### config.mk
export PLATFORM = sky130hd
export DESIGN_NAME = ckc_window
export DESIGN_NICKNAME = d
export VERILOG_FILES = /design/src/canonical_kmer_counter_core_assert.svh /design/src/ckc_pkg.sv /design/src/ckc_window.sv
export SDC_FILE = /design/constraint.sdc
export NUM_CORES = 1
export LEC_CHECK = 0
export BUFFER_PORTS_ARGS = -buffer_cell sky130_fd_sc_hd__buf_2
export CORE_ASPECT_RATIO = 1.5
export CORE_MARGIN = 10
export CORE_UTILIZATION = 59
export CTS_CLUSTER_SIZE = 24
export DETAILED_ROUTE_END_ITERATION = 12
export MAX_ROUTING_LAYER = met4
export PLACE_DENSITY = 0.81
export SLEW_MARGIN = 0
export SYNTH_ARGS = -nofsm -noshare
export SYNTH_HDL_FRONTEND = slang
export SYNTH_SLANG_ARGS = --single-unit
### constraint.sdc
create_clock -name clk -period 6.55 [get_ports clk]
set_clock_uncertainty 0.1 [all_clocks]
set_input_delay 1.31 -clock clk [delete_from_list [all_inputs] [get_ports clk]]
set_output_delay 1.31 -clock clk [all_outputs]
set_load 0.01 [all_outputs]
### src/canonical_kmer_counter_core_assert.svh
// assertion macros shared by the counter modules
`ifndef CANONICAL_KMER_COUNTER_CORE_ASSERT_SVH
`define CANONICAL_KMER_COUNTER_CORE_ASSERT_SVH

// same-cycle implication, sampled on clk, off while rst_n is low
`define CKC_ASSERT_IMM(name, ante, cons) \
  name: assert property (@(posedge clk) disable iff (!rst_n) (ante) |-> (cons)) \
    else $error("ckc assertion failed");

// next-cycle implication, sampled on clk, off while rst_n is low
`define CKC_ASSERT_NXT(name, ante, cons) \
  name: assert property (@(posedge clk) disable iff (!rst_n) (ante) |=> (cons)) \
    else $error("ckc assertion failed");

`endif

### src/ckc_pkg.sv
package ckc_pkg;

  localparam int CFG_W          = 4;
  localparam int BASE_W         = 2;
  localparam int KEY_W          = 16;
  localparam int CNT_W          = 32;
  localparam int MAX_K_DEF      = 8;
  localparam int COUNT_BITS_DEF = 32;
  localparam int BITS_PER_BASE  = 2;
  localparam int OQ_DEPTH       = 3;

  localparam logic [CFG_W-1:0]  KMER_LEN_RST = 4'd8;
  localparam logic [BASE_W-1:0] COMP_MASK    = 2'b01;

  typedef struct packed {
    logic [KEY_W-1:0] key;
    logic [CNT_W-1:0] cnt;
  } ckc_res_t;

  typedef struct packed {
    logic clearing;
    logic s1_emit;
  } ckc_stat_t;

endpackage

### src/ckc_window.sv
module ckc_window #(
  parameter int MAX_K = ckc_pkg::MAX_K_DEF
) (
  input  logic                        clk,
  input  logic                        rst_n,
  input  logic                        accept,
  input  logic [ckc_pkg::BASE_W-1:0]  base_code,
  input  logic                        seq_start,
  input  logic [ckc_pkg::CFG_W-1:0]   kmer_len,
  output logic                        emit,
  output logic [2*MAX_K-1:0]          key
);
  import ckc_pkg::*;

  localparam int W  = 2 * MAX_K;
  localparam int KW = $clog2(MAX_K + 1);

  logic [W-1:0]  fwd_r, fwd_nxt, rev_r, rev_nxt;
  logic [W-1:0]  fwd_base, rev_base, mask, ins;
  logic [KW-1:0] seen_r, seen_nxt, seen_base, k_eff;
  logic [CFG_W:0] len_x;
  logic [KW:0]   sh;

  // clamp length into 1..MAX_K
  always_comb begin
    len_x = {1'b0, kmer_len};
    if (len_x == '0) begin
      k_eff = KW'(1);
    end else if (len_x > (CFG_W+1)'(MAX_K)) begin
      k_eff = KW'(MAX_K);
    end else begin
      k_eff = KW'(len_x);
    end
  end

  always_comb begin
    for (int i = 0; i < W; i++) begin
      mask[i] = ((i >> 1) < int'(k_eff));
    end
  end

  // rolling forward and reverse-complement words
  always_comb begin
    fwd_base  = seq_start ? '0 : fwd_r;
    rev_base  = seq_start ? '0 : rev_r;
    seen_base = seq_start ? '0 : seen_r;
    sh        = {k_eff, 1'b0} - (KW+1)'(BITS_PER_BASE);
    ins       = W'(base_code ^ COMP_MASK) << sh;
    fwd_nxt   = ((fwd_base << BITS_PER_BASE) | W'(base_code)) & mask;
    rev_nxt   = ((rev_base >> BITS_PER_BASE) | ins) & mask;
    seen_nxt  = (seen_base < KW'(MAX_K)) ? seen_base + KW'(1) : seen_base;
    emit      = accept && (seen_nxt >= k_eff);
    key       = (fwd_nxt < rev_nxt) ? fwd_nxt : rev_nxt;
  end

  always_ff @(posedge clk) begin
    if (!rst_n) begin
      fwd_r  <= '0;
      rev_r  <= '0;
      seen_r <= '0;
    end else if (accept) begin
      fwd_r  <= fwd_nxt;
      rev_r  <= rev_nxt;
      seen_r <= seen_nxt;
    end
  end

endmodule

# Word level (Yosys, flattened, before mapping)

Index checks and enable logic that the tools add are counted.

Register bits: 34
Logic and storage cells: 32
Output and inout port bits: 17

Reductions and logical operators: 2
Shift-type cells: 1
$add $sub $neg: 2
Mux-type cells: 7
Magnitude comparators: 12
Bitwise operators: 5

Operators with widths:

| kind                  | number |
|---|---|
| $and A16 B16 Y16      | 2 |
| $mux W16              | 2 |
| $lt A16 B16 Y1        | 1 |
| $lt A3 B4 Y1 const A  | 4 |
| $mux W4               | 4 |
| $or A14 B16 Y16       | 1 |
| $or A16 B2 Y16        | 1 |
| $shl A2 B5 Y16        | 1 |
| $mux W14              | 1 |
| $lt A1 B4 Y1 const A  | 2 |
| $lt A2 B4 Y1 const A  | 2 |
| $sub A5 B2 Y5 const B | 1 |
| $add A4 B1 Y4 const B | 1 |
| $ge A4 B4 Y1          | 1 |
| $gt A4 B4 Y1 const B  | 1 |
| $logic_not A4 Y1      | 1 |
| $lt A4 B4 Y1 const B  | 1 |
| $logic_and A1 B1 Y1   | 1 |
| $not A1 Y1            | 1 |

# Longest topological paths before layout

Word-level depth: 9
Gate-level depth with buffers: 19
Depth with buffers taken out: 16

# Worst setup path after synthesis

No wires, ideal clock.

Path kind: input to output
From: input port kmer_len[3] in the netlist's numbering
To: output port key[10]
Required time: 5140 ps
Data arrival time: 4641 ps
Buffers on the path: 4
Stages: 17
Setup slack: 499 ps
Cells stage by stage: buf_4 > clkbuf_1 > nor2_1 > inv_1 > ha_1 > buf_1 > nand3b_1 > o22ai_1 > a22oi_1 > ha_1 > and3_1 > a221o_1 > a2111oi_4 > o21a_4 > o41ai_4 > buf_6 > mux2i_1

Word-level cells in the longest chain between the ends: 9
Elaborated cells on any way between the ends: 19
Those cells by class: 1 x add/sub; 10 x order compare; 1 x shift; 3 x mux; 3 x bitwise; 1 x reduce/logical

RTL lines:

| element            | RTL line         | RTL |
|---|---|---|
| start: declaration | ckc_window.sv:9  | `input logic [ckc_pkg::CFG_W-1:0] kmer_len,` |
| $gt A4 B4 Y1       | ckc_window.sv:29 | `end else if (len_x > (CFG_W+1)'(MAX_K)) begin` |
| $mux W4            | ckc_window.sv:29 |  |
| $mux W4 *          | ckc_window.sv:27 | `if (len_x == '0) begin` |
| $sub A5 B2 Y5      | ckc_window.sv:47 | `sh = {k_eff, 1'b0} - (KW+1)'(BITS_PER_BASE);` |
| $shl A2 B5 Y16     | ckc_window.sv:48 | `ins = W'(base_code ^ COMP_MASK) << sh;` |
| $or A14 B16 Y16    | ckc_window.sv:50 | `rev_nxt = ((rev_base >> BITS_PER_BASE) \| ins) & mask;` |
| $and A16 B16 Y16   | ckc_window.sv:50 |  |
| $lt A16 B16 Y1     | ckc_window.sv:53 | `key = (fwd_nxt < rev_nxt) ? fwd_nxt : rev_nxt;` |
| $mux W16 *         | ckc_window.sv:53 |  |
| end: declaration   | ckc_window.sv:11 | `output logic [2*MAX_K-1:0] key` |

Every way passes the cells marked *; elsewhere a longest branch is shown, timed or not.

# Final worst setup path

From: input port kmer_len[2] in the netlist's numbering
To: output port key[0]

Same word-level chain as after synthesis.

==> impl_results.md <==
* Status: finished, final reports clean
* Slowest CP cell: a221o_1
* Final setup fails at 0
* Clk root buf: clkbuf_8
* Vias in the first global route at 2308
* Die height at roughly 100 um
* Achievable Freq at between 0.15 and 0.2 GHz
* PortBufs at 26
* Sw Ratio at 28.9%
* Switching power total at 146 uW
* Max Slew Vio Count at 0
* Hold-fix buffers, CTS at 0
* Grt ovf at 0
* Arrival time of the worst setup path at 4930 ps
* Post-DP HPWL at about 4.7 mm
* Clk sinks at 32
* Largest net degree at the start of global routing at 45
* Commonest non-fill, non-tap cells in the layout: nor2_1 (43), mux2i_1 (32), dfxtp_1 (32)
* TritonCTS clock tree: done
* Commonest non-fill, non-tap cell in the layout: nor2_1
* Worst setup EP type: output port
* Maximum vdd drop at roughly 0.00016 V
* Internal Power at 359 uW
* Slew at the pin with the worst max-slew slack at a little under 1000 ps
* Seq cells post-synth at 32
* Crit path max fanout at 9
* Worst reg2reg path endpoint: seen_r[2]
* Reg clk slew, reported paths at 60 ps
* EDFF count, synth at 0
* Final wirelength at between 6 and 7 mm
* Post-CTS Setup Inserts at 5
* Initial antenna violation count at 0
* Logic pwr share at 27.7%
* Via density at 5.95
* First DRT Iteration DRCs at 206
* Setup TNS at 0 ps
* Placement Rows at 28
* H-tree Lvls at 2
* Lkg Pwr at 0.00138 uW
* Worst path cell trace: buf_2, nor2_1, nor2_1, nor2_1, inv_1, ha_1, buf_4, nand3b_1, o22ai_1, a22oi_1, ha_1, and3_1, a221o_1, a2111oi_4, o21a_4, o41ai_4, buf_4, mux2_4, buf_2
* Post-layout instance area at 0.00280 mm^2
* Final core occ at 71.4%
* Layout area overhead at 18.5%
* Mapped Cells at 290
* I/O pin count at 27
* Crit path top cell by count: nor2_1
* Final #Nets at 369
* Fin. Hold Viols at 0
* RSZ-0062 raised after global routing: no
* Core Area at 0.00392 mm^2
* DRT antenna net count at 0
* HP Start: rev_r[14]
* Fin cells at between 300 and 400
* CP startpoint kind: input pin
* Inserted Clock Buffers at 5
* Via count at 2272
* Register area share after synthesis at 27.1%
* Post-Place Cells at between 300 and 400
* Post-synth net total at 322
* CP top delay family: compound AO/OA/AOI/OAI gates
* DR DRC count at 0
* Crit Path Class: in -> out
* Post-synth ARST share at 0%
* Worst R2R Setup Slack at 5070 ps
* Global-route wire length before repair at 10.3 mm
* Clock power frac at 32.0%
* Die W at 71.7 um
* Ratio of cells with drive above 1 in the final layout at 22.0%
* Worst-skew pair later-pin latency at 280 ps
* N_diodes at 0
* Cell variety after synth at 46
* Number of max-cap violations at 0
* Area after DPL at 0.00267 mm^2
* Syn Area/Cell at 8.15 um^2
* Pwr dens at 181 mW/mm^2
* Fillers at approximately 320
* Slew HR at 35.4%
* Sequential share of power at 40.3%
* Post-Syn Area at 0.00236 mm^2
* FF-to-FF Start: seen_r[1]
* CP Buf/Inv Count at 5
* Top_reg_cell synth: dfxtp_1
* Die ar. at around 0.0070 mm^2
* Hold path depth at 2
* Tmin final at approximately 6300 ps
* Final GP Congestion at 0.945
* CTS Buffer Depth at 2
* CP peak stage delay at 400 ps
* Drt first pass iters at 5
* Routed len/inst at 16.2 um
* Period utilization at 96.7%
* Initial core utilization at 60.2%
* Reg2reg path depth at 6
* Hold path endpoint: rev_r[14]
* Worst Hold Class: reg -> reg
* Synth Warn # at 0
* GRT Util Overall at about 18%
* CTS resizes at 0
* Required time of the worst setup path at just over 5000 ps
state kept, by name, summed over array words and instances (netlist names):
signal and flops:
fwd_r 14, rev_r 14, seen_r 4
area by class of cell:
cell class                      instances  area, um^2  share of cell area (%)
Clock buffer                            7        96.3                    3.44
Inverter                               24        90.1                    3.22
Tap cell                               45        56.3                    2.01
Timing Repair Buffer                   56         355                    12.7
Sequential cell                        32         641                    22.9
Multi-Input combinational cell        218        1560                    55.8
logic make-up after synthesis:
| logic type | count (synthesis) | synth area share [%] |
|---|---|---|
| flip-flops | 32 | 27.1 |
| XOR/XNOR | 1 | 0.371 |
| adder cells (fa/ha/maj) | 22 | 11.6 |
| AO/OA/AOI/OAI | 56 | 18.2 |
| AND/OR/NAND/NOR | 103 | 20.3 |
| multiplexers | 36 | 15.6 |
| buffers and inverters | 40 | 6.83 |
synthesized netlist by cell type (all sizes together), types with 2 or more instances:
cell,n,share of area [%]
a211oi,11,3.5
a21o,4,1.3
a21oi,11,2.3
a22oi,2,0.64
a31oi,3,0.79
a32oi,4,1.5
buf,5,1.3
clkbuf,11,1.7
dfxtp,32,27
ha,22,12
inv,23,3.7
mux2,4,2.1
mux2i,32,14
nand2,26,4.2
nand2b,6,1.6
nand3,4,0.85
nand3b,4,1.3
nand4,4,1.1
nor2,43,6.8
nor2b,6,1.6
nor3,3,0.85
nor4,2,0.53
o21a,2,0.95
o21ai,9,1.9
o2bb2ai,2,0.74
through the flow:
| step | setup slack [ps] | power, uW | hold WS, ps |
|---|---|---|---|
| floorplan | 499 | 296 | 350 |
| global placement | 58.9 | 334 | 364 |
| detailed placement | 3.54 | 337 | 378 |
| CTS | 297 | 507 | 386 |
| global route | 30.4 | 528 | 403 |
| finish | 214 | 506 | 383 |
metal layers:
layer | part of all wire (%) | wire length [um] | GRT usage, % | up-vias
li1 | - | - | - | 1110
met1 | 39 | 2380 | 17.8 | 1056
met2 | 52 | 3240 | 31.7 | 84
met3 | 5.5 | 339 | 4.29 | 22
met4 | 3.4 | 212 | 10.0 | 0
met5 | 0 | 0 | - | -
worst max-delay path by stage:
| stage | startpoint | endpoint | slack [ps] | depth (start not counted) |
|---|---|---|---|---|
| 3_3_place_gp | kmer_len[2] | key[6] | 60 | 17 |
| 3_5_place_dp | kmer_len[2] | key[8] | 4 | 15 |
| 2_1_floorplan | kmer_len[3] | key[10] | 500 | 17 |
| 4_1_cts | kmer_len[2] | key[0] | 300 | 19 |
| 5_1_grt | kmer_len[1] | key[12] | 30 | 20 |
| 6_report | kmer_len[2] | key[0] | 210 | 19 |
power by group through the flow:
| stage | Combinational [uW] | Sequential (uW) | Clock [uW] |
|---|---|---|---|
| finish | 140 | 204 | 162 |
| global placement | 126 | 208 | 0 |
| detailed placement | 129 | 208 | 0 |
| CTS | 138 | 204 | 165 |
| floorplan | 89.5 | 207 | 0 |
| global route | 152 | 204 | 173 |
worst min-delay path: cells and delay by family, from the launching register on:
family / cells / cell delay [ps]
AOI/OAI and AO/OA: 1 / 60
DFF: 1 / 310
and+or+nand+nor: 1 / 70
(Power assumes the default switching activity.)
