[src/canonical_kmer_counter_core_assert.svh]
// assertion macros shared by the counter modules
`ifndef CANONICAL_KMER_COUNTER_CORE_ASSERT_SVH
`define CANONICAL_KMER_COUNTER_CORE_ASSERT_SVH

// same-cycle implication, sampled on clk, off while rst_n is low
`define CKC_ASSERT_IMM(name, ante, cons) \
  name: assert property (@(posedge clk) disable iff (!rst_n) (ante) |-> (cons)) \
    else $error("ckc assertion failed");

// next-cycle implication, sampled on clk, off while rst_n is low
`define CKC_ASSERT_NXT(name, ante, cons) \
  name: assert property (@(posedge clk) disable iff (!rst_n) (ante) |=> (cons)) \
    else $error("ckc assertion failed");

`endif

[src/ckc_pkg.sv]
package ckc_pkg;

  localparam int CFG_W          = 4;
  localparam int BASE_W         = 2;
  localparam int KEY_W          = 16;
  localparam int CNT_W          = 32;
  localparam int MAX_K_DEF      = 8;
  localparam int COUNT_BITS_DEF = 32;
  localparam int BITS_PER_BASE  = 2;
  localparam int OQ_DEPTH       = 3;

  localparam logic [CFG_W-1:0]  KMER_LEN_RST = 4'd8;
  localparam logic [BASE_W-1:0] COMP_MASK    = 2'b01;

  typedef struct packed {
    logic [KEY_W-1:0] key;
    logic [CNT_W-1:0] cnt;
  } ckc_res_t;

  typedef struct packed {
    logic clearing;
    logic s1_emit;
  } ckc_stat_t;

endpackage

[src/ckc_if.sv]


interface ckc_out_if;
  import ckc_pkg::*;
  logic             valid;
  logic             ready;
  logic [KEY_W-1:0] kmer_key;
  logic [CNT_W-1:0] kmer_count;

  modport source (output valid, output kmer_key, output kmer_count, input ready);
  modport sink (input valid, input kmer_key, input kmer_count, output ready);
endinterface

[src/ckc_ofifo.sv]
`include "canonical_kmer_counter_core_assert.svh"

module ckc_ofifo (
  input  logic                                   clk,
  input  logic                                   rst_n,
  input  logic                                   push,
  input  ckc_pkg::ckc_res_t                      push_data,
  output logic [$clog2(ckc_pkg::OQ_DEPTH+1)-1:0] q_cnt,
  ckc_out_if.source                              out_ch
);
  import ckc_pkg::*;

  localparam int PW = $clog2(OQ_DEPTH);
  localparam int CW = $clog2(OQ_DEPTH + 1);

  ckc_res_t      entries_r [OQ_DEPTH];
  logic [PW-1:0] wr_ptr_r, rd_ptr_r;
  logic [CW-1:0] q_cnt_r;
  logic          pop;

  function automatic logic [PW-1:0] ptr_inc(input logic [PW-1:0] p);
    return (p == PW'(OQ_DEPTH - 1)) ? '0 : p + PW'(1);
  endfunction

  assign pop               = out_ch.valid && out_ch.ready;
  assign out_ch.valid      = (q_cnt_r != '0);
  assign out_ch.kmer_key   = entries_r[rd_ptr_r].key;
  assign out_ch.kmer_count = entries_r[rd_ptr_r].cnt;
  assign q_cnt             = q_cnt_r;

  always_ff @(posedge clk) begin
    if (!rst_n) begin
      wr_ptr_r <= '0;
      rd_ptr_r <= '0;
      q_cnt_r  <= '0;
    end else begin
      if (push) begin
        wr_ptr_r <= ptr_inc(wr_ptr_r);
      end
      if (pop) begin
        rd_ptr_r <= ptr_inc(rd_ptr_r);
      end
      if (push && !pop) begin
        q_cnt_r <= q_cnt_r + CW'(1);
      end else if (pop && !push) begin
        q_cnt_r <= q_cnt_r - CW'(1);
      end
    end
  end

  always_ff @(posedge clk) begin
    if (push) begin
      entries_r[wr_ptr_r] <= push_data;
    end
  end

  `CKC_ASSERT_IMM(a_oq_no_overflow, push && !pop, q_cnt_r < CW'(OQ_DEPTH))
  `CKC_ASSERT_IMM(a_oq_empty_ptrs, q_cnt_r == '0, wr_ptr_r == rd_ptr_r)

endmodule
[src/flat_wrapper.sv]
// flat-port wrapper written by rule: the top's interface ports become plain ports
module ckc_ofifo_flat import ckc_pkg::*;
  (clk, rst_n, push, push_data, q_cnt, out_ch_valid, out_ch_kmer_key, out_ch_kmer_count, out_ch_ready);
  ckc_out_if out_ch_i ();
  input  logic clk;
  input  logic rst_n;
  input  logic push;
  input  ckc_pkg::ckc_res_t push_data;
  output logic [$clog2(ckc_pkg::OQ_DEPTH+1)-1:0] q_cnt;
  output wire logic [$bits(out_ch_i.valid)-1:0] out_ch_valid;
  output wire logic [$bits(out_ch_i.kmer_key)-1:0] out_ch_kmer_key;
  output wire logic [$bits(out_ch_i.kmer_count)-1:0] out_ch_kmer_count;
  input wire logic [$bits(out_ch_i.ready)-1:0] out_ch_ready;
  assign out_ch_valid = out_ch_i.valid;
  assign out_ch_kmer_key = out_ch_i.kmer_key;
  assign out_ch_kmer_count = out_ch_i.kmer_count;
  assign out_ch_i.ready = out_ch_ready;
  ckc_ofifo u_core (.clk(clk), .rst_n(rst_n), .push(push), .push_data(push_data), .q_cnt(q_cnt), .out_ch(out_ch_i));
endmodule
[config.mk]
export PLATFORM = sky130hd
export DESIGN_NAME = ckc_ofifo_flat
export DESIGN_NICKNAME = d
export VERILOG_FILES = /design/src/ckc_pkg.sv /design/src/ckc_if.sv /design/src/ckc_ofifo.sv /design/src/flat_wrapper.sv
export VERILOG_INCLUDE_DIRS = /design/src /design/src/src
export SDC_FILE = /design/constraint.sdc
export NUM_CORES = 1
export LEC_CHECK = 0
export BUFFER_PORTS_ARGS = -buffer_cell sky130_fd_sc_hd__buf_4
export CELL_PAD_IN_SITES_DETAIL_PLACEMENT = 0
export CELL_PAD_IN_SITES_GLOBAL_PLACEMENT = 1
export CORE_MARGIN = 2
export CORE_UTILIZATION = 30
export DETAILED_ROUTE_END_ITERATION = 8
export HOLD_SLACK_MARGIN = 0.06
export PLACE_DENSITY = 0.53
export SLEW_MARGIN = 20
export SYNTH_ARGS = -nofsm -noshare
export SYNTH_HDL_FRONTEND = slang
export SYNTH_SLANG_ARGS = --single-unit
[constraint.sdc]
create_clock -name clk -period 6.3 [get_ports clk]
set_input_delay 0.63 -clock clk [delete_from_list [all_inputs] [get_ports clk]]
set_output_delay 0.63 -clock clk [all_outputs]
set_load 0.05 [all_outputs]
# Yosys cells after proc, flatten, opt, wreduce, memory -nomap -nowiden
# Memory sizes are Yosys's and may differ from the RTL's. A register that Yosys moved wholly into a read port is not among the register bits.
# Index checks and enable logic that the tools add are counted.
# W data, S select, Z words.
[word_totals]
romBits = 0
in_bits = 52
out_inout_bits = 51
elab_cells = 25
regBits = 6
ramBits = 144
latch_bits = 0
mem_count = 1
[mem_list]
columns = ["memory", "words", "width", "rd", "rd_clocked_by_memory_dff", "write_ports", "line_no", "text"]
rows = [
  ["u_core.entries_r", 3, 48, 1, 1, 1, "ckc_ofifo.sv:16", "ckc_res_t entries_r [OQ_DEPTH];"],
]
[classes]
n_lt_le_gt_ge = 0
shifts = 0
multipliers = 0
n_div = 0
addsub = 4
n_mux = 8
eq_ne = 2
bitwise_logic = 0
n_reduce_logical = 7
[ops]
columns = ["cell", "count"]
rows = [
  ["$mux W2", 6],
  ["$add A2 B1 Y2 const B", 3],
  ["$eq A2 B2 Y1 const B", 2],
  ["$reduce_bool A2 Y1", 2],
  ["$logic_and A1 B1 Y1", 3],
  ["$logic_not A1 Y1", 2],
  ["$mux W1", 2],
  ["$sub A2 B1 Y2 const B", 1],
]

# Logic depth before layout (Yosys ltp)
# Gate-level depths: netlist of the first run.
[logic_depth]
word_depth = 5
ltp_mapped = 5
mapped_depth_nobuf = 5

# Worst setup path before layout of the first run
# OpenSTA, ideal clock, no wires.
[synth_timing]
kind = "input to register"
start = "input port push"
end = "memory u_core.entries_r[0][0] in the netlist's numbering, enable pin"
arrival_ns = 4.182
path_stages = 1
setup_ns = 0.525
path_buffers = 0
path_slack_ns = 1.593
required_time_ns = 5.775
path_cell_list = "nor3b_1"
[synth_between]
elab_chain_len = 2
[synth_lines]
columns = ["element", "line_no", "text"]
rows = [
  ["start, declared", "flat_wrapper.sv:7", "input logic push;"],
  ["$mux W1", "ckc_ofifo.sv:52", "if (push) begin"],
  ["$mux W1 (not written as such)", "ckc_ofifo.sv:53", "entries_r[wr_ptr_r] <= push_data;"],
  ["end, declared", "ckc_ofifo.sv:16", ""],
]
# No other way between the ends.

==> impl_results.md, run 1 <==
* Outcome: complete, no violations
* Mean Syn Cell Area at around 17 um^2
* Setup violations, final at 0
* Syn Inst Count at between 300 and 400
* Synthesis Warnings at 0
* Max-slew violations at 0
* Final setup TNS at 0 ns
* Mux cell area share after synthesis at roughly 8.5%
* Pwr dens at around 420 nW/um^2
* Initial core utilization at 30.40%
* Mapped Nets at 388
* CP Launch Type: register
* Worst-path cell chain: mux2i_1 -> o21ai_0 -> buf_4
* Xor/xnor share of the synthesized area at 0.3101%
* Largest net degree at the start of global routing at 97
* Synth cell types at 25
* Fillcell total at 1733
* # nets final at 497
* Critical path class: reg2out
* Die Span X at around 140 um
* Final Cycle Share at about 45%
* Simple-gate area share of the yosys netlist at 4.563%
* Number of setup buffers added after CTS at 0
* Full die area at 19940 um^2
* Top-count cell post-synth: edfxtp_1
* CTS tree: built
* Post-synth top cells: edfxtp_1, nand2_1, mux2i_1
* Total number of vias at 3019
* Rows at 50
* Minimum clock period at 2.813 ns
* Reg clk slew, reported paths at 0.06 ns
* Num CTS Buffers at 17
* HPWL after DPL at 6390 um
* Largest cells by area after synthesis: edfxtp_1, mux2i_1, nand2_1, dfxtp_1, o21ai_0
* Vias per inst at 4.375
* Maxcap violations at 0
* Unrepaired setup endpoints after global routing: false
* Final WL at 10830 um
* Worst-path fanout max at 48
* Compound-cell area share of the yosys netlist at 5.161%
* Slowest stage cell, crit path: dfxtp_4
* Final hold viol count at 0
* Root Buffer: clkbuf_16
* I/O pins at roughly 100
* Leading area contributor after synthesis: edfxtp_1
* Synthesized cell area at about 5600 um^2
* Data required, critical path at approximately 5.7 ns
* Remaining global-route overflow at 0
* Syn-to-layout area delta at 28.68%
* Drt first pass iters at 4
* Post-synthesis sequential area ratio at 79.38%
* CTS Buffer Depth at 2
* CP bufs+invs at 1
* Initial DRC Count at 153
* Post-synthesis adder-cell area fraction at less than 1%
* Gpl congestion at 0.6548
* First-pass GRT wire length at 16690 um
* Fmax at 355.5 MHz
* CP Capture Type: output port
* Largest stage delay on the critical path at 0.96 ns
* Vias in the first global route at 3037
* Largest family of logic cells by synthesized area: multiplexers
* Leak Pwr at 2.485 nW
* Htree depth at 4
* Asr flop ratio synth at 0%
* Worst Tran Pin Value at 0.9399 ns
* CTS Hold Bufs at 0
* Ant. Diodes at 0
* Total Routing Usage GR at a little under an eighth
* Worst vdd ir at 188.4 uV
* CTS sink count at 152
* Hold Path Class: in2reg
* Post-synth EDFFs at 144
* Main synth FF type: edfxtp_1
* DIE HEIGHT at between 100 and 150 um
* Synth top area share at between 70% and 80%
* Average wire per standard cell at 15.70 um
* Synth Register Bits at about 150
* Drt drc at 0
* Fin Hold WS at between 0.4 and 0.5 ns
* Antenna-violating nets left at 0
* Clock Skew at just under 0.005 ns
* Initial antenna violation count at 0
* Port bufs at between 100 and 150
* Core area at 18580 um^2
* Rel. slew slack at 37.34%
* Share of post-route cells with drive strength above 1 at 30.04%
* Critical Path AT at 2.18 ns
* Worst path top cell family by delay: flip-flops
* Skew-Pair Late Insertion Delay at 0.41 ns
* # resized after CTS at 0
[cells in the final DEF (no fill, tap or decap), drive strengths merged]
| cell type | instances |
|---|---|
| and2 | 1 |
| nor2b | 2 |
| edfxtp | 144 |
| mux2i | 48 |
| buf | 106 |
| or3 | 2 |
| or3b | 1 |
| xnor2 | 1 |
| dfxtp | 8 |
| clkinv | 6 |
| xor2 | 1 |
| o21a | 2 |
| bufinv | 5 |
| or2 | 1 |
| clkbuf | 20 |
| ha | 1 |
| and3b | 1 |
| o21ai | 50 |
| nor2 | 1 |
| nor3b | 1 |
| nand2 | 51 |
| a21boi | 3 |
[worst reg2reg max path, delay by kind of cell, from the launching register on]
kind	cells	cell delay, ns
buffers and inverters	1	0.50
flip-flops	1	0.41
AND/OR/NAND/NOR	1	0.68
[sequential cells by signal, summed over array words and instances (netlist names), named ones only]
| name | flops |
|---|---|
| u_core.q_cnt | 2 |
| u_core.wr_ptr_r | 2 |
| u_core.rd_ptr_r | 2 |
| u_core.entries_r | 144 |
[final timing paths]
path,startpoint,end,slack [ns],cells past startpoint
setup reg to reg,u_core.wr_ptr_r[0],u_core.entries_r[1][0],4.35,2
hold / removal,push_data[6],u_core.entries_r[2][6],0.41,1
hold reg to reg,u_core.rd_ptr_r[1],register,0.47,2
setup / recovery,register,out_ch_kmer_key[10],3.49,3
[metrics by stage]
stage / utilization, % / area [um^2] / worst slack, ns / total power, mW / instances
detailed placement: 35.81 / 6654 / 3.864 / 2.058 / 659
global placement: 35.81 / 6654 / 3.871 / 2.054 / 659
CTS: 39.12 / 7269 / 3.399 / 3.119 / 690
global route: 39.12 / 7269 / 3.322 / 3.201 / 690
finish: 39.12 / 7269 / 3.487 / 3.070 / 690
floorplan: - / 5649 / 1.593 / 1.817 / 335
[power by group]
part / internal [mW] / total (mW) / switching, mW
combinational: 0.255 / 0.762 / 0.507
clock: 0.694 / 1.05 / 0.354
sequential: 1.17 / 1.26 / 0.0933
total: 2.12 / 3.07 / 0.954
[kinds of logic (layout without fill, tap and decap cells)]
group,Yosys count,after routing
AO/OA/AOI/OAI,55,55
XOR/XNOR,2,2
adder cells (fa/ha/maj),1,1
buffers and inverters,16,137
flip-flops,152,152
multiplexers,48,48
AND/OR/NAND/NOR,61,61
[metal layers]
layer / vias to the layer above / wire [um] / GRT usage [%]
li1: 1480 / - / -
met1: 1455 / 4596 / 13.32
met2: 72 / 5398 / 18.91
met3: 12 / 651 / 4.552
met4: 0 / 183 / 4.895
met5: - / 0 / 0
[area by class of cell]
cell class / instances / area, um^2 / share of cell area [%]
repair buffers: 106 / 795.8 / 10.95
flip-flops and latches: 152 / 4492 / 61.79
clock buffers: 20 / 436.7 / 6.007
clock inverters: 11 / 178.9 / 2.461
multi-input cells: 167 / 1074 / 14.77
well taps: 234 / 292.8 / 4.028
Power figures use the tool's default switching activity.
==> run 2: changes to the inputs <==
Settings changed: PLACE_DENSITY 0.53 to 0.55.
Clock period 6.3 ns to 2.25 ns, I/O delays scaled along.
==> impl_results.md, run 2 (synthesis gave the netlist of run 1 again) <==
* Outcome: complete, no violations
* Minimum clock period at 1.981 ns
* Root Buffer: clkbuf_16
* Unrepaired setup endpoints after global routing: false
* Pwr dens at approximately 1100 nW/um^2
* Num CTS Buffers at 17
* Initial DRC Count at 148
* Final Cycle Share at between 80% and 90%
* Setup violations, final at 0
* Initial antenna violation count at 0
* CTS sink count at 152
* HPWL after DPL at 6557 um
* Htree depth at 4
* Most frequent cells in the layout: edfxtp_1, buf_4, nand2_1, dlygate4sd3_1, mux2i_1
* Drt drc at 0
* Maxcap violations at 0
* Max-slew violations at 0
* Final WL at 11090 um
* # nets final at 555
* Fmax at just over 500 MHz
* Hold Path Class: in2reg
* Critical Path AT at ~1.8 ns
* Core area at 18580 um^2
* Setup ws final at about 0.27 ns
* Data required, critical path at 2.03 ns
* Largest Register: u_core.entries_r
* Antenna-violating nets left at 0
* Worst Tran Pin Value at about 0.47 ns
* Critical path class: reg2out
* Die Span X at approximately 140 um
* Most common cell after layout, fill and taps aside: edfxtp_1
* DIE HEIGHT at 141.2 um
* DP Worst Slack at about 0.54 ns
* Gpl congestion at roughly 0.65
* Final setup TNS at 0 ns
* Drt first pass iters at 4
* I/O pins at between 100 and 150
* Rows at 50
* Max FFs per register at 144
* CTS Buffer Depth at 2
* CTS tree: built
* Initial core utilization at 30.40%
* Leak Pwr at 2.707 nW
* Total number of vias at 3236
* First-pass GRT wire length at 16640 um
* Full die area at 19940 um^2
* Port bufs at 102
* Remaining global-route overflow at 0
* Syn-to-layout area delta at 38.54%
* CP Capture Type: output port
* Reg clk slew, reported paths at 0.05 ns
* Largest net degree at the start of global routing at 57
* Worst vdd ir at 1038 uV
* Vias per inst at 4.320
* Vias in the first global route at 3154
* Total Routing Usage GR at 11.29%
* Average wire per standard cell at around 15 um
* Share of post-route cells with drive strength above 1 at 28.93%
* Ant. Diodes at 0
* # resized after CTS at 0
* Clock Skew at 0.006534 ns
* Final hold viol count at 0
* Rel. slew slack at 68.56%
* Worst-path fanout max at 18
* Skew-Pair Late Insertion Delay at 0.41 ns
* CP Launch Type: register
==> run 2: stage by stage <==
step | std cells | area, um^2 | util (%) | hold slack, ns | total power [mW]
final | 749 | 7826 | 42.12 | 0.1761 | 8.466
after global routing | 749 | 7826 | 42.12 | 0.1727 | 8.842
after CTS | 747 | 7779 | 41.87 | 0.1462 | 8.531
after detailed placement | 666 | 6725 | 36.20 | 0.4211 | 5.779
after global placement | 666 | 6725 | 36.20 | 0.4186 | 5.764
after floorplan | 335 | 5663 | - | 0.3239 | 5.086
==> run 2: worst max-delay path, cell delays in order, from the launching register on <==
cell and delay, ns:
dfxtp_4 0.54, buf_12 0.23, mux2i_1 0.09, o21ai_0 0.23
buf_4 0.25
==> run 2: layer usage <==
metal	vias to the layer above	wire, um	GRT usage, %	part of all wire (%)
met3	16	469	3.635	4.2
met5	-	0	0	0
met2	73	5183	17.60	47
met4	0	207	5.211	1.9
met1	1542	5227	14.36	47
li1	1605	-	-	-
==> run 2: timing repair <==
action                                  in CTS  in global routing
setup buffers                                0                  2
hold buffers                                49                  0
endpoints found under the setup margin       0                  3
hold endpoints to repair                   147                  0
==> run 2: where the power goes <==
group | internal [mW] | leakage [nW] | switching, mW | total, mW
Clock | 1.61 | 0.254 | 1.04 | 2.66
Sequential | 3.27 | 1.40 | 0.127 | 3.39
Combinational | 0.838 | 1.05 | 1.58 | 2.42
Total | 5.71 | 2.71 | 2.75 | 8.47
==> run 2: final timing paths <==
path | start | to | slack (ns) | cells past startpoint
setup / recovery | register | out_ch_kmer_key[5] | 0.27 | 4
hold / removal | out_ch_ready | register | 0.18 | 4
setup reg to reg | u_core.q_cnt[0] | u_core.q_cnt[1] | 0.76 | 4
hold reg to reg | u_core.rd_ptr_r[0] | register | 0.48 | 2
==> run 2: final cells by class <==
class                   count  area, um^2
flip-flops and latches    152        4492
repair buffers            164        1399
clock buffers              18       429.2
well taps                 234       292.8
fillers                  1713       10750
multi-input cells         167        1080
clock inverters            14       133.9
==> run 3: changes to the inputs <==
Settings changed: REMOVE_ABC_BUFFERS from default to 1.
==> impl_results.md, run 3 (synthesis gave the netlist of run 1 again) <==
* First-pass GRT wire length at roughly 18000 um
* Total number of vias at 3284
* Rel. slew slack at approximately 63%
* Most frequent cells in the layout: edfxtp_1, buf_4, nand2_1, dlygate4sd3_1, mux2i_1
* Core area at 18580 um^2
* Vias per inst at 4.390
* Max-slew violations at 0
* Dpl cells at around 670
* Largest net degree at the start of global routing at 35
* Reg clk slew, reported paths at 0.06 ns
* Skew-Pair Late Insertion Delay at 0.42 ns
* # nets final at 554
* Sequential share of power at 38.7%
* Comb power frac at 27.6%
* Fmax at 482.3 MHz
* Clock Power Share at about a third
* DP Worst Slack at about 0.60 ns
* Clock Skew at 0.005626 ns
* Most common cell after layout, fill and taps aside: edfxtp_1
* Layout Cells excl Fill at 748
* Worst-path cell chain: buf_12 -> mux2i_1 -> o21ai_0 -> buf_4
* Psw at 2.795 mW
* CTS Buffer Depth at 2
* Fin Hold WS at 0.1475 ns
* Final Cycle Share at 92.16%
* Unrepaired setup endpoints after global routing: false
* Remaining global-route overflow at 0
* Total Routing Usage GR at 12.40%
* Die Span X at 141.2 um
* Final WL at 11560 um
* # resized after CTS at 0
* Largest stage delay on the critical path at 0.47 ns
* Hold Path Class: in2reg
* CTS tree: built
* Num CTS Buffers at 17
* DIE HEIGHT at 141.2 um
* Initial DRC Count at 152
* Maxcap violations at 0
* Drt first pass iters at 4
* Outcome: complete, no violations
* Ant. Diodes at 0
* Setup violations, final at 0
* Worst vdd ir at roughly 770 uV
* Vias in the first global route at about 3500
* Slowest stage cell, crit path: dfxtp_4
* Final setup TNS at 0 ns
* Data required, critical path at 2.03 ns
* CTS Hold Bufs at 49
* Largest Register: u_core.entries_r
* Worst Tran Pin Value at 0.5480 ns
* CP Capture Type: output port
* Average wire per standard cell at 15.46 um
* Leak Pwr at 2.723 nW
* Pwr dens at 1110 nW/um^2
* Share of post-route cells with drive strength above 1 at 28.99%
* Switching share of total power at 32.07%
* I/O pins at 103
* Htree depth at 4
* Drt drc at 0
* Port bufs at about 100
* Initial antenna violation count at 0
* Full die area at 19940 um^2
* Setup ws final at 0.1764 ns
* Antenna-violating nets left at 0
* Syn-to-layout area delta at 39.03%
* CP Launch Type: register
* Critical path class: reg2out
* Initial core utilization at 30.40%
* Internal at 5.921 mW
* Rows at 50
* Number of setup buffers added after CTS at 0
* Minimum clock period at 2.074 ns
* Utilization after layout at 42.27%
* CTS sink count at 152
* Critical Path AT at 1.85 ns
* Worst-path fanout max at 27
* Max FFs per register at 144
* Root Buffer: clkbuf_16
* HPWL after DPL at between 6000 and 7000 um
* Gpl congestion at approximately 0.64
* Final hold viol count at 0
## run 3: power groups by stage
stage               sequential [mW]  combinational [mW]  clock, mW
floorplan                      3.57                1.48          0
global placement               3.43                2.36          0
detailed placement             3.44                2.37          0
CTS                            3.38                2.45       3.01
global route                   3.40                2.55       3.13
finish                         3.38                2.40       2.94
## run 3: path summary, 6_finish.rpt
check	startpoint	end	slack (ns)	cells past startpoint
setup reg to reg	u_core.wr_ptr_r[0]	u_core.entries_r[1][18]	0.76	2
setup / recovery	register	out_ch_kmer_key[4]	0.18	4
hold reg to reg	u_core.rd_ptr_r[1]	register	0.48	2
hold / removal	out_ch_ready	register	0.15	4
## run 3: cell type report
class	count	area [um^2]
fillers	1701	10730
flip-flops and latches	152	4492
repair buffers	163	1384
multi-input cells	167	1074
clock buffers	20	436.7
well taps	234	292.8
clock inverters	12	175.2
## run 3: metrics by stage
| stage | power (mW) | cell area [um^2] |
|---|---|---|
| global placement | 5.789 | 6751 |
| CTS | 8.840 | 7854 |
| finish | 8.716 | 7854 |
| global route | 9.082 | 7854 |
| detailed placement | 5.812 | 6751 |
| floorplan | 5.048 | 5544 |
## run 3: critical path: cells and delay by family, from the launching register on
kind	cells	cell delay [ns]
buffers and inverters	2	0.53
DFF	1	0.47
AOI/OAI and AO/OA	1	0.31
muxes	1	0.11
## run 3: layer usage
layer  vias up  track usage [%]  wire length (um)
met1      1596            14.92              5087
met5         -                0                 0
met4         0            4.105               154
met3        14            4.178               543
li1       1596                -                 -
met2        78            20.95              5778
